## src/rtl/core/bdq_pkg.sv

```systemverilog
// Shared constants, codes and types for the bounded deque with search.
`timescale 1ns / 1ps
package bdq_pkg;

  localparam int DEPTH = 32;
  localparam int IDX_W = $clog2(DEPTH);
  localparam int CNT_W = IDX_W + 1;
  localparam int CMP_W = (CNT_W > 6) ? CNT_W : 6;

  localparam logic [2:0] ACT_QUERY      = 3'd0;
  localparam logic [2:0] ACT_PUSH_FRONT = 3'd1;
  localparam logic [2:0] ACT_PUSH_BACK  = 3'd2;
  localparam logic [2:0] ACT_POP_FRONT  = 3'd3;
  localparam logic [2:0] ACT_POP_BACK   = 3'd4;
  localparam logic [2:0] ACT_READ_AT    = 3'd5;
  localparam logic [2:0] ACT_REMOVE_AT  = 3'd6;
  localparam logic [2:0] ACT_FIND       = 3'd7;

  localparam logic [2:0] ST_OK       = 3'd0;
  localparam logic [2:0] ST_EMPTY    = 3'd1;
  localparam logic [2:0] ST_FULL     = 3'd2;
  localparam logic [2:0] ST_RANGE    = 3'd3;
  localparam logic [2:0] ST_NOTFOUND = 3'd4;

  localparam logic [1:0] CELL_HOLD         = 2'd0;
  localparam logic [1:0] CELL_INSERT_FRONT = 2'd1;
  localparam logic [1:0] CELL_WRITE_AT     = 2'd2;
  localparam logic [1:0] CELL_SHIFT_FROM   = 2'd3;

  typedef struct packed {
    logic [1:0]        op;
    logic [IDX_W-1:0]  at;
    logic signed [31:0] data;
  } cell_cmd_t;

  typedef struct packed {
    logic [CNT_W-1:0]  count;
    logic signed [31:0] key;
    logic [IDX_W-1:0]  pos;
  } scan_ctx_t;

  typedef struct packed {
    logic               any;
    logic               found;
    logic [IDX_W-1:0]   fpos;
    logic signed [31:0] rdata;
    logic signed [31:0] back;
    logic signed [31:0] min;
    logic signed [31:0] max;
  } carry_t;

endpackage

```

## src/rtl/core/bdq_cell.sv

```systemverilog
// One deque cell: holds an entry and runs one stage of the summary scan.
`timescale 1ns / 1ps
module bdq_cell (
  input  logic                   clk,
  input  logic [bdq_pkg::IDX_W-1:0] idx,
  input  bdq_pkg::cell_cmd_t     cmd,
  input  logic signed [31:0]     left_entry,
  input  logic signed [31:0]     right_entry,
  input  bdq_pkg::scan_ctx_t     ctx,
  input  bdq_pkg::carry_t        carry_in,
  output bdq_pkg::carry_t        carry_out,
  output logic signed [31:0]     entry
);

  logic signed [31:0] entry_next;
  bdq_pkg::carry_t    carry_next;
  logic               live;

  always_comb begin
    entry_next = entry;
    case (cmd.op)
      bdq_pkg::CELL_INSERT_FRONT: begin
        entry_next = (idx == '0) ? cmd.data : left_entry;
      end
      bdq_pkg::CELL_WRITE_AT: begin
        if (idx == cmd.at) entry_next = cmd.data;
      end
      bdq_pkg::CELL_SHIFT_FROM: begin
        if (idx >= cmd.at) entry_next = right_entry;
      end
      default: entry_next = entry;
    endcase
  end

  always_ff @(posedge clk) begin
    entry <= entry_next;
  end

  // scan stage: fold this entry into the wavefront from the front cell
  always_comb begin
    live       = {1'b0, idx} < ctx.count;
    carry_next = carry_in;
    if (live) begin
      if (!carry_in.any) begin
        carry_next.min = entry;
        carry_next.max = entry;
      end else begin
        if (entry < carry_in.min) carry_next.min = entry;
        if (entry > carry_in.max) carry_next.max = entry;
      end
      carry_next.any  = 1'b1;
      carry_next.back = entry;
      if (idx == ctx.pos) carry_next.rdata = entry;
      if (!carry_in.found && entry == ctx.key) begin
        carry_next.found = 1'b1;
        carry_next.fpos  = idx;
      end
    end
  end

  always_ff @(posedge clk) begin
    carry_out <= carry_next;
  end

endmodule

```

## config.mk

```make
export PLATFORM = sky130hd
export DESIGN_NAME = bdq_cell
export DESIGN_NICKNAME = d
export VERILOG_FILES = /design/src/rtl/core/bdq_pkg.sv /design/src/rtl/core/bdq_cell.sv
export SDC_FILE = /design/constraint.sdc
export NUM_CORES = 1
export LEC_CHECK = 0
export BUFFER_PORTS_ARGS = -buffer_cell sky130_fd_sc_hd__buf_2
export CAP_MARGIN = 30
export CORE_AREA = 2 2 178 180
export DETAILED_ROUTE_END_ITERATION = 16
export DIE_AREA = 0 0 180 182
export PLACE_DENSITY = 0.57
export SKIP_LAST_GASP = 1
export SYNTH_ARGS = -nofsm -noshare
export SYNTH_HDL_FRONTEND = slang
export SYNTH_SLANG_ARGS = --single-unit
export TNS_END_PERCENT = 100
```

## constraint.sdc

```tcl
create_clock -name clk -period 3.2 [get_ports clk]
set_clock_uncertainty 0.15 [all_clocks]
set_input_delay 0.48 -clock clk [delete_from_list [all_inputs] [get_ports clk]]
set_output_delay 0.48 -clock clk [all_outputs]
set_load 0.02 [all_outputs]
```

==> results of run 1 <==
metal layers:
layer / vias up / global-route usage, % / wire length [um]
met2: 317 / 35.2 / 16400
met1: 3518 / 23.6 / 13500
met5: - / 0 / 26
met4: 4 / 5.98 / 545
li1: 3598 / - / -
met3: 31 / 6.22 / 2560
cell usage in the layout, fill, tap and decap left out, types with 32 or more instances in the layout:
master and n:
a222oi_1 32, buf_2 453, buf_4 44, dfxtp_1 135
edfxtp_1 32, ha_1 73, inv_1 111, mux2_2 72
xnor2_1 34
power by group:
part	internal, mW	switching [mW]
Clock	1.22	0.941
Combinational	1.20	1.57
Sequential	2.58	0.224
Total	5.00	2.74
registers in the layout, indices dropped and copies added (netlist names):
signal,count
entry,32
carry_out,135
what timing repair did:
action,in CTS,in global routing
resized for setup,0,3
setup buffers,0,6
setup endpoints to repair,0,32
stage by stage:
stage | setup TNS, ns | util (%) | area (sq um) | total power [mW] | instances
2_1_floorplan | 0 | - | 8240 | 4.39 | 718
3_3_place_gp | -1.15 | 36.5 | 11300 | 5.62 | 1594
3_5_place_dp | 0 | 36.5 | 11300 | 5.64 | 1594
4_1_cts | 0 | 38.5 | 11900 | 7.84 | 1626
5_1_grt | 0 | 38.8 | 12000 | 8.18 | 1636
6_report | 0 | 38.8 | 12000 | 7.74 | 1637
area by class of cell:
type / instances / area [sq um]
diodes: 4 / 10.0
clock buffers: 23 / 543
clock inverters: 9 / 70.1
fillers: 3151 / 19000
inverters: 111 / 417
multi-input cells: 417 / 4070
flip-flops and latches: 167 / 3660
well taps: 402 / 503
repair buffers: 504 / 2750
worst max-delay path by stage:
stage,startpoint,endpoint,slack [ns]
after floorplan,entry[9],carry_out[33],0.51
after global placement,carry_in[41],carry_out[32],-0.05
after detailed placement,carry_in[41],carry_out[32],0.006
after CTS,entry[15],carry_out[36],0.07
after global routing,entry[15],carry_out[55],0.02
final,entry[14],carry_out[132],0.19
kinds of logic (layout without fill, tap and decap cells):
| group | Yosys count | in the layout | share of synthesized area (%) |
|---|---|---|---|
| other | 0 | 4 | 0 |
| AND/OR/NAND/NOR | 74 | 74 | 5.09 |
| flip-flops | 167 | 167 | 44.5 |
| multiplexers | 132 | 132 | 19.4 |
| XOR/XNOR | 37 | 37 | 3.94 |
| adder cells (fa/ha/maj) | 74 | 74 | 11.2 |
| AO/OA/AOI/OAI | 100 | 100 | 9.18 |
| buffers and inverters | 134 | 647 | 6.61 |
worst max-delay path, stage by stage (launching register included):
cell	delay, ns
edfxtp_1	0.45
buf_4	0.21
xnor2_1	0.44
nand4_1	0.25
nor4_1	0.26
buf_4	0.19
nand3_1	0.15
nor2_1	0.40
mux2_2	0.39
==> out/metrics.cfg, run 1 <==
[clock_tree]
h-tree-depth=4
hold_buffers=0
max-clock-path-buffers=2
cts_buffers=17
clock_sink_count=167
insertion_delay_ns=0.45
cts_tree=built
clkSlewWorstSetupHoldPaths_ns=0.07
root_buffer=clkbuf_16

[routing]
vias=7468
wirelength_um=33000
viasPerCell=4.56
wl_per_cell_um=20.1
firstDrtPassIters=7
drc=0
detail-route-antenna-nets=0
drt_iter0_drc=350

[logic_synthesis]
yosys_most_used_dff=dfxtp_1
yosysMostFrequentCell=dfxtp_1
ys_ff_latch=167
synth_area_sq_um=8230
synth_top_area_share_pct=32.8
synthArstFlopShare_pct=0
avgSynthCellArea_sq_um=11.5
yosysWarnings=0
syn-num-nets=1079
synth_area_leader_cell=dfxtp_1
netlist_top_cells_count=135 x dfxtp_1, 111 x inv_1, 74 x ha_1
syn_inst=718
ys_seq_area_share_pct=44.5
yosys-top-cells-area=dfxtp_1 33%, edfxtp_1 12%, ha_1 11%
synth-edff-count=32
ys_types=48

[power_and_ir_drop]
power_density_nw_per_um2=643
vdd_drop_max_mv=0.359
leakage_nw=6.06

[hold_path]
hold_path.class=in -> reg
holdPathStages=3
min_from=carry_in[96]
hold_path_end=carry_out[96]

[floorplanning]
die_area_sq_um=32800
ios=454
rows=65
initial_core_util_pct=26.6
die_w_um=180
coreArea_sq_um=31000
die_h_um=182

[layout]
finish.net_count=1579
areaGrowthSynthToFinish_pct=46.1
layout-drive-gt1-share_pct=52.7

[timing]
min_period_over_period_pct=94.2
final.min_clock_period_ns=3.01
finalHoldViolCount=0
rsz0062_at_grt=no
fmax_mhz=332
maxSlewHeadroom_pct=60.9
setup_slack_ns=0.186
drv_slew=0
hold_ws_ns=0.0797
setup_viol=0
worst_slew_pin_slew_ns=0.585

[critical_path]
required_ns=3.38
end_kind=flop
crit_fanout=6
start_kind=flop
reg2reg_slack_ns=0.19
crit_type=reg -> reg
worstReg2RegEnd=carry_out[132]
reg2reg_depth=8
cp.arrival_ns=3.19
reg2reg_from=entry[14]

[place]
dpl.hpwl_um=26900
numPortBuffers=453
gp_congestion=0.821
pre_cts_ws_ns=0.00624

[global_routing]
grt_pass1_wl_um=48700
antenna_found_initial=6
grt_max_degree=34
grt_pass1_vias=7950
grt_overflow=0
grt_util_all_layers_pct=20.1

[outcome]
status=completed

[job]
cap_violations=0

No activity file was read; power rests on OpenSTA's default activity.
==> inputs of run 2 (changes only) <==
ABC_CLOCK_PERIOD_IN_PS = 3200   (was not set)
PLACE_DENSITY = not set   (was 0.57)
PLACE_DENSITY_LB_ADDON = 0.1   (was not set)
==> run 2 against run 1 <==
Against the previous run: cell count down 0.18%; worst hold slack better by 0.013 ns; count of clock-buffer cells in the layout unchanged; sequential power about the same; critical path depth unchanged; sequential share of layout area up 0.089 points; non-clock buffer count down 4; largest power group unchanged; fmax about the same; die area unchanged.
==> out/metrics.cfg, run 2 (synthesized netlist as in run 1, its figures left out) <==
[routing]
viasPerCell=4.52  ; -1.0%
dr_wl_met3_um=2470  ; -3.4%
detail-route-antenna-nets=0  ; unchanged
wirelength_um=33200  ; +0.89%
wl_per_cell_um=20.3  ; +1.1%
wl_met1_um=13600  ; +1.3%
wl_met2_um=16600  ; +1.7%
vias=7380  ; -1.2%
drc=0  ; unchanged
drt_iter0_drc=457  ; +31%
top_layer=met5
firstDrtPassIters=12  ; +5

[timing]
maxSlewHeadroom_pct=63.1  ; +2.2 points
setup_viol=0  ; unchanged
worst_slew_pin_slew_ns=0.540  ; -0.0452 ns
min_period_over_period_pct=94.1  ; about the same
drv_slew=0  ; unchanged
rsz0062_at_grt=no
finalHoldViolCount=0  ; unchanged
fmax_mhz=332  ; about the same
setup-tns-final_ns=0  ; unchanged
final.min_clock_period_ns=3.01  ; -0.00205 ns

[floorplanning]
ios=454  ; unchanged
initial_core_util_pct=26.6  ; unchanged
die_h_um=182  ; unchanged
die_w_um=180  ; unchanged
die_area_sq_um=32800  ; unchanged
rows=65  ; unchanged
coreArea_sq_um=31000  ; unchanged

[critical_path]
end_kind=flop
cpPeakStageDelay_ns=0.55  ; +0.10 ns
reg2reg_depth=8  ; unchanged
worst_path_most_repeated_cell=a2111oi_0
critPathCapture=carry_out[44]
critical_path.slowest_cell=edfxtp_1
start_kind=flop
critPathLaunch=entry[1]
reg2reg_slack_ns=0.19  ; about the same
worstPathCellList=ha_1 -> a2111oi_0 -> a2111oi_0 -> a211oi_2 -> o21ai_1 -> nor3_4 -> buf_12 -> mux2_1
crit_fanout=16  ; +10
worstReg2RegEnd=carry_out[44]
crit_type=reg -> reg
required_ns=3.37  ; about the same
reg2reg_from=entry[1]
cp.arrival_ns=3.18  ; about the same

[global_routing]
grt_pass1_wl_um=48200  ; -0.98%
antenna_found_initial=8  ; +2
grt_max_degree=34  ; unchanged
grt_util_all_layers_pct=20.0  ; -0.084 points
grt_overflow=0  ; unchanged
grt_pass1_vias=7612  ; -4.3%

[power_and_ir_drop]
power.internal_mw=5.12  ; +2.3%
power_frac_seq_pct=36.2  ; about the same
pwr-share-clk_pct=29.0  ; +1.1 points
power.net_switching_mw=2.68  ; -1.9%
leakage_nw=6.06  ; -0.11%
swShare_pct=34.4  ; -0.95 points
power_density_nw_per_um2=650  ; +1.1%
comb_power_share_pct=34.8  ; -1.1 points
vdd_drop_max_mv=0.361  ; +0.66%

[layout]
areaGrowthSynthToFinish_pct=45.7
finish.net_count=1575  ; -0.25%
layout-drive-gt1-share_pct=52.5  ; -0.24 points
top_regs=carry_out: 135 flops, entry: 32 flops
mostFrequentLayoutCell=buf_2
fillerInstances=3199  ; +1.5%
fin_area_sq_um=12000  ; -0.29%
largest_register_ffs=135  ; unchanged
top_register=carry_out
layout_common_cells=453 x buf_2, 135 x dfxtp_1, 111 x inv_1, 74 x ha_1, 72 x mux2_2

[clock_tree]
post_cts_resize_count=0  ; unchanged
insertion_delay_ns=0.44  ; about the same
h-tree-depth=4  ; unchanged
max-clock-path-buffers=2  ; unchanged
root_buffer=clkbuf_16
post_cts_buffers=0  ; unchanged
hold_buffers=0  ; unchanged
clkSlewWorstSetupHoldPaths_ns=0.07  ; about the same
cts_tree=built
cts_buffers=17  ; unchanged
clock_sink_count=167  ; unchanged

[place]
numPortBuffers=453  ; unchanged
place_area_sq_um=11300  ; about the same
gp_congestion=0.800  ; -2.5%
dpl.hpwl_um=27200  ; +1.1%

[hold_path]
hold_path.class=in -> reg

[outcome]
status=completed

[job]
cap_violations=0  ; unchanged

-- run 2: metal layers --
layer,global-route usage [%],vias up
met4,6.18,4
met2,35.3,325
met5,0,-
met3,5.68,33
li1,-,3594
met1,23.5,3424
-- run 2: power groups by stage --
stage	clock network, mW	logic (mW)	registers, mW
final	2.26	2.72	2.82
after global routing	2.40	2.94	2.87
after CTS	2.33	2.77	2.84
after detailed placement	0	2.75	2.88
after global placement	0	2.74	2.89
after floorplan	0	1.02	3.37
-- run 2: final cells by class --
cell class / instances / area (sq um) / area share, %
clock buffer: 23 / 542 / 4.52
antenna: 5 / 12.5 / 0.104
clock inverter: 9 / 105 / 0.877
multi-input combinational: 417 / 4060 / 33.8
tap: 402 / 503 / 4.19
sequential: 167 / 3660 / 30.6
inverter: 111 / 417 / 3.47
timing repair buffer: 500 / 2690 / 22.4
-- run 2: per-stage QoR --
| step | std cells | power [mW] | setup slack, ns | util (%) | hold WS (ns) |
|---|---|---|---|---|---|
| after global placement | 1596 | 5.63 | 0.100 | 36.5 | 0.465 |
| after CTS | 1629 | 7.93 | 0.154 | 38.7 | 0.0638 |
| after global routing | 1633 | 8.22 | 0.00181 | 38.7 | 0.0885 |
| final | 1634 | 7.80 | 0.188 | 38.7 | 0.0929 |
| after detailed placement | 1597 | 5.63 | 0.0727 | 36.6 | 0.467 |
| after floorplan | 718 | 4.39 | 0.507 | - | 0.431 |
-- run 2: worst min-delay path by stage --
stage	start	to	slack, ns	depth (start not counted)
floorplan	carry_in[133]	carry_out[133]	0.43	1
global route	carry_in[96]	carry_out[96]	0.09	3
CTS	carry_in[96]	carry_out[96]	0.06	3
global placement	entry[28]	carry_out[60]	0.46	1
finish	carry_in[133]	carry_out[133]	0.09	2
detailed placement	entry[30]	carry_out[62]	0.47	1
-- run 2: critical path, delay by kind of cell, from the launching register on --
family	cells	cell delay [ns]
compound gates	4	1.04
fa+ha+maj	1	0.34
flops	1	0.55
buf+inv	1	0.20
mux	1	0.34
simple gates	1	0.26
==> inputs of run 3 (changes only) <==
ABC_CLOCK_PERIOD_IN_PS = 3310   (was 3200)
CORE_AREA = 2 2 175 177   (was 2 2 178 180)
DIE_AREA = 0 0 177 179   (was 0 0 180 182)
clock period = 3.31 ns   (was 3.2 ns; I/O delays follow)
==> run 3 against run 2 <==
Against the previous run: cell count down 0.61%; sequential power fell by 4%; die area shrank 3.3%; cell area is 1.3% lower; global-route usage shrank 0.14 points; count of clock-buffer cells in the layout down 4; critical path depth up 2; wire length fell by 3.2%; worst setup slack improved by 0.19 ns; non-clock buffer count fell by 6; fmax increased by 2.6%; critical endpoint is now carry_out[61].
==> out/metrics.cfg, run 3 (synthesized netlist as in run 1, its figures left out) <==
[power_and_ir_drop]
power_density_nw_per_um2=610  ; -6.2%
vdd_drop_max_mv=0.266  ; -26%
power_frac_seq_pct=37.7  ; +1.5 points
pwr-share-clk_pct=26.2  ; -2.8 points
leakage_nw=5.96  ; -1.5%
comb_power_share_pct=36.0  ; +1.2 points
power.total_mw=7.22  ; -7.4%
power.internal_mw=4.61  ; -9.8%
power.net_switching_mw=2.61  ; -2.8%
swShare_pct=36.1  ; +1.7 points

[floorplanning]
die_area_sq_um=31700  ; -3.3%
initial_core_util_pct=27.4  ; +0.85 points
ios=454  ; unchanged
coreArea_sq_um=30000  ; -3.1%
rows=64  ; -1.5%
die_w_um=177  ; -1.7%
die_h_um=179  ; -1.6%

[critical_path]
crit_cells=10  ; +2
crit_buf_inv=2  ; +1
crit_family=compound AO/OA/AOI/OAI gates
start_kind=flop
worst_path_most_repeated_cell=buf_4
critPathCapture=carry_out[61]
worstPathCellList=ha_1 -> and4_1 -> nand2_1 -> a2111oi_0 -> a211oi_2 -> buf_4 -> o21ai_1 -> nor3_4 -> buf_4 -> mux2_1
worstReg2RegEnd=carry_out[61]
end_kind=flop
reg2reg_from=entry[8]
reg2reg_depth=10  ; +2
critical_path.slowest_cell=edfxtp_1
critPathLaunch=entry[8]
crit_fanout=7  ; -9
reg2reg_slack_ns=0.37  ; +0.19 ns
required_ns=3.47  ; +0.10 ns
crit_type=reg -> reg
cp.arrival_ns=3.10  ; -0.08 ns
cpPeakStageDelay_ns=0.52  ; -0.03 ns

[routing]
detail-route-antenna-nets=0  ; unchanged
top_layer=met5
drc=0  ; unchanged
vias=7282  ; -1.3%
dr_wl_met3_um=2350  ; -4.7%
wirelength_um=32200  ; -3.2%
wl_met2_um=15900  ; -4.4%
drt_iter0_drc=389  ; -15%
firstDrtPassIters=6  ; -6
wl_per_cell_um=19.8  ; -2.6%
wl_met1_um=13400  ; -1.7%
viasPerCell=4.48  ; -0.72%

[timing]
rsz0062_at_grt=no
fmax_mhz=341  ; +2.6%
min_period_over_period_pct=88.7  ; -5.4 points
drv_slew=0  ; unchanged
worst_slew_pin_slew_ns=0.650  ; +0.110 ns
finalHoldViolCount=0  ; unchanged
setup_slack_ns=0.374  ; +0.186 ns
maxSlewHeadroom_pct=56.6  ; -6.4 points
hold_ws_ns=0.122  ; +0.0293 ns
final.min_clock_period_ns=2.94  ; -0.0757 ns
setup-tns-final_ns=0  ; unchanged
setup_viol=0  ; unchanged

[clock_tree]
cts_tree=built
root_buffer=clkbuf_16
clock_sink_count=167  ; unchanged
insertion_delay_ns=0.43  ; about the same
post_cts_resize_count=0  ; unchanged
clkSlewWorstSetupHoldPaths_ns=0.07  ; about the same
max-clock-path-buffers=2  ; unchanged
hold_buffers=0  ; unchanged
post_cts_buffers=0  ; unchanged
cts_buffers=17  ; unchanged
h-tree-depth=4  ; unchanged

[global_routing]
grt_overflow=0  ; unchanged
grt_pass1_wl_um=45500  ; -5.6%
grt_max_degree=34  ; unchanged
grt_pass1_vias=7397  ; -2.8%
grt_util_all_layers_pct=19.9  ; -0.14 points
antenna_found_initial=9  ; +1

[layout]
layout-drive-gt1-share_pct=52.2  ; -0.32 points
top_regs=carry_out: 135 flops, entry: 32 flops
layout_common_cells=453 x buf_2, 135 x dfxtp_1, 111 x inv_1, 74 x ha_1, 72 x mux2_2
top_register=carry_out
mostFrequentLayoutCell=buf_2
finish.net_count=1569  ; -0.38%
largest_register_ffs=135  ; unchanged
areaGrowthSynthToFinish_pct=43.7
final_util_pct=39.4  ; +0.71 points

[place]
pre_cts_ws_ns=0.220  ; +0.148 ns
dpl.hpwl_um=26300  ; -3.4%
numPortBuffers=453  ; unchanged
gp_congestion=0.752  ; -6.0%

[job]
cap_violations=0  ; unchanged

[outcome]
status=completed

[hold_path]
hold_path.class=in -> reg

[run 3: power groups by stage]
stage | combinational (mW) | clock (mW) | sequential (mW)
after global placement | 2.63 | 0 | 2.78
after detailed placement | 2.64 | 0 | 2.78
final | 2.60 | 1.89 | 2.72
after CTS | 2.65 | 1.97 | 2.74
after global routing | 2.84 | 2.04 | 2.77
after floorplan | 0.985 | 0 | 3.26
[run 3: area by class of cell]
cell class / count / area, sq um
clock buffers: 19 / 443
clock inverters: 13 / 93.8
inverters: 111 / 417
diodes: 7 / 17.5
well taps: 396 / 495
repair buffers: 494 / 2650
flip-flops and latches: 167 / 3660
multi-input cells: 417 / 4060
fillers: 3140 / 18200
[run 3: how the worst min path moves through the flow]
stage                       start        endpoint  slack (ns)  cells past startpoint
floorplan           carry_in[133]  carry_out[133]        0.45                      1
global placement        entry[13]   carry_out[45]        0.41                      1
detailed placement      entry[13]   carry_out[45]        0.38                      1
CTS                 carry_in[133]  carry_out[133]         0.1                      2
global route         carry_in[89]   carry_out[89]        0.11                      2
finish              carry_in[133]  carry_out[133]        0.12                      2
[run 3: layer usage]
| layer | up-vias | GRT usage [%] |
|---|---|---|
| met3 | 26 | 5.45 |
| met5 | - | 0 |
| met2 | 297 | 34.6 |
| li1 | 3584 | - |
| met4 | 2 | 5.85 |
| met1 | 3373 | 23.9 |
[run 3: metrics by stage]
stage          cells  area (sq um)
2_1_floorplan    718          8240
3_3_place_gp    1584         11300
3_5_place_dp    1585         11300
4_1_cts         1617         11800
5_1_grt         1622         11800
6_report        1624         11800
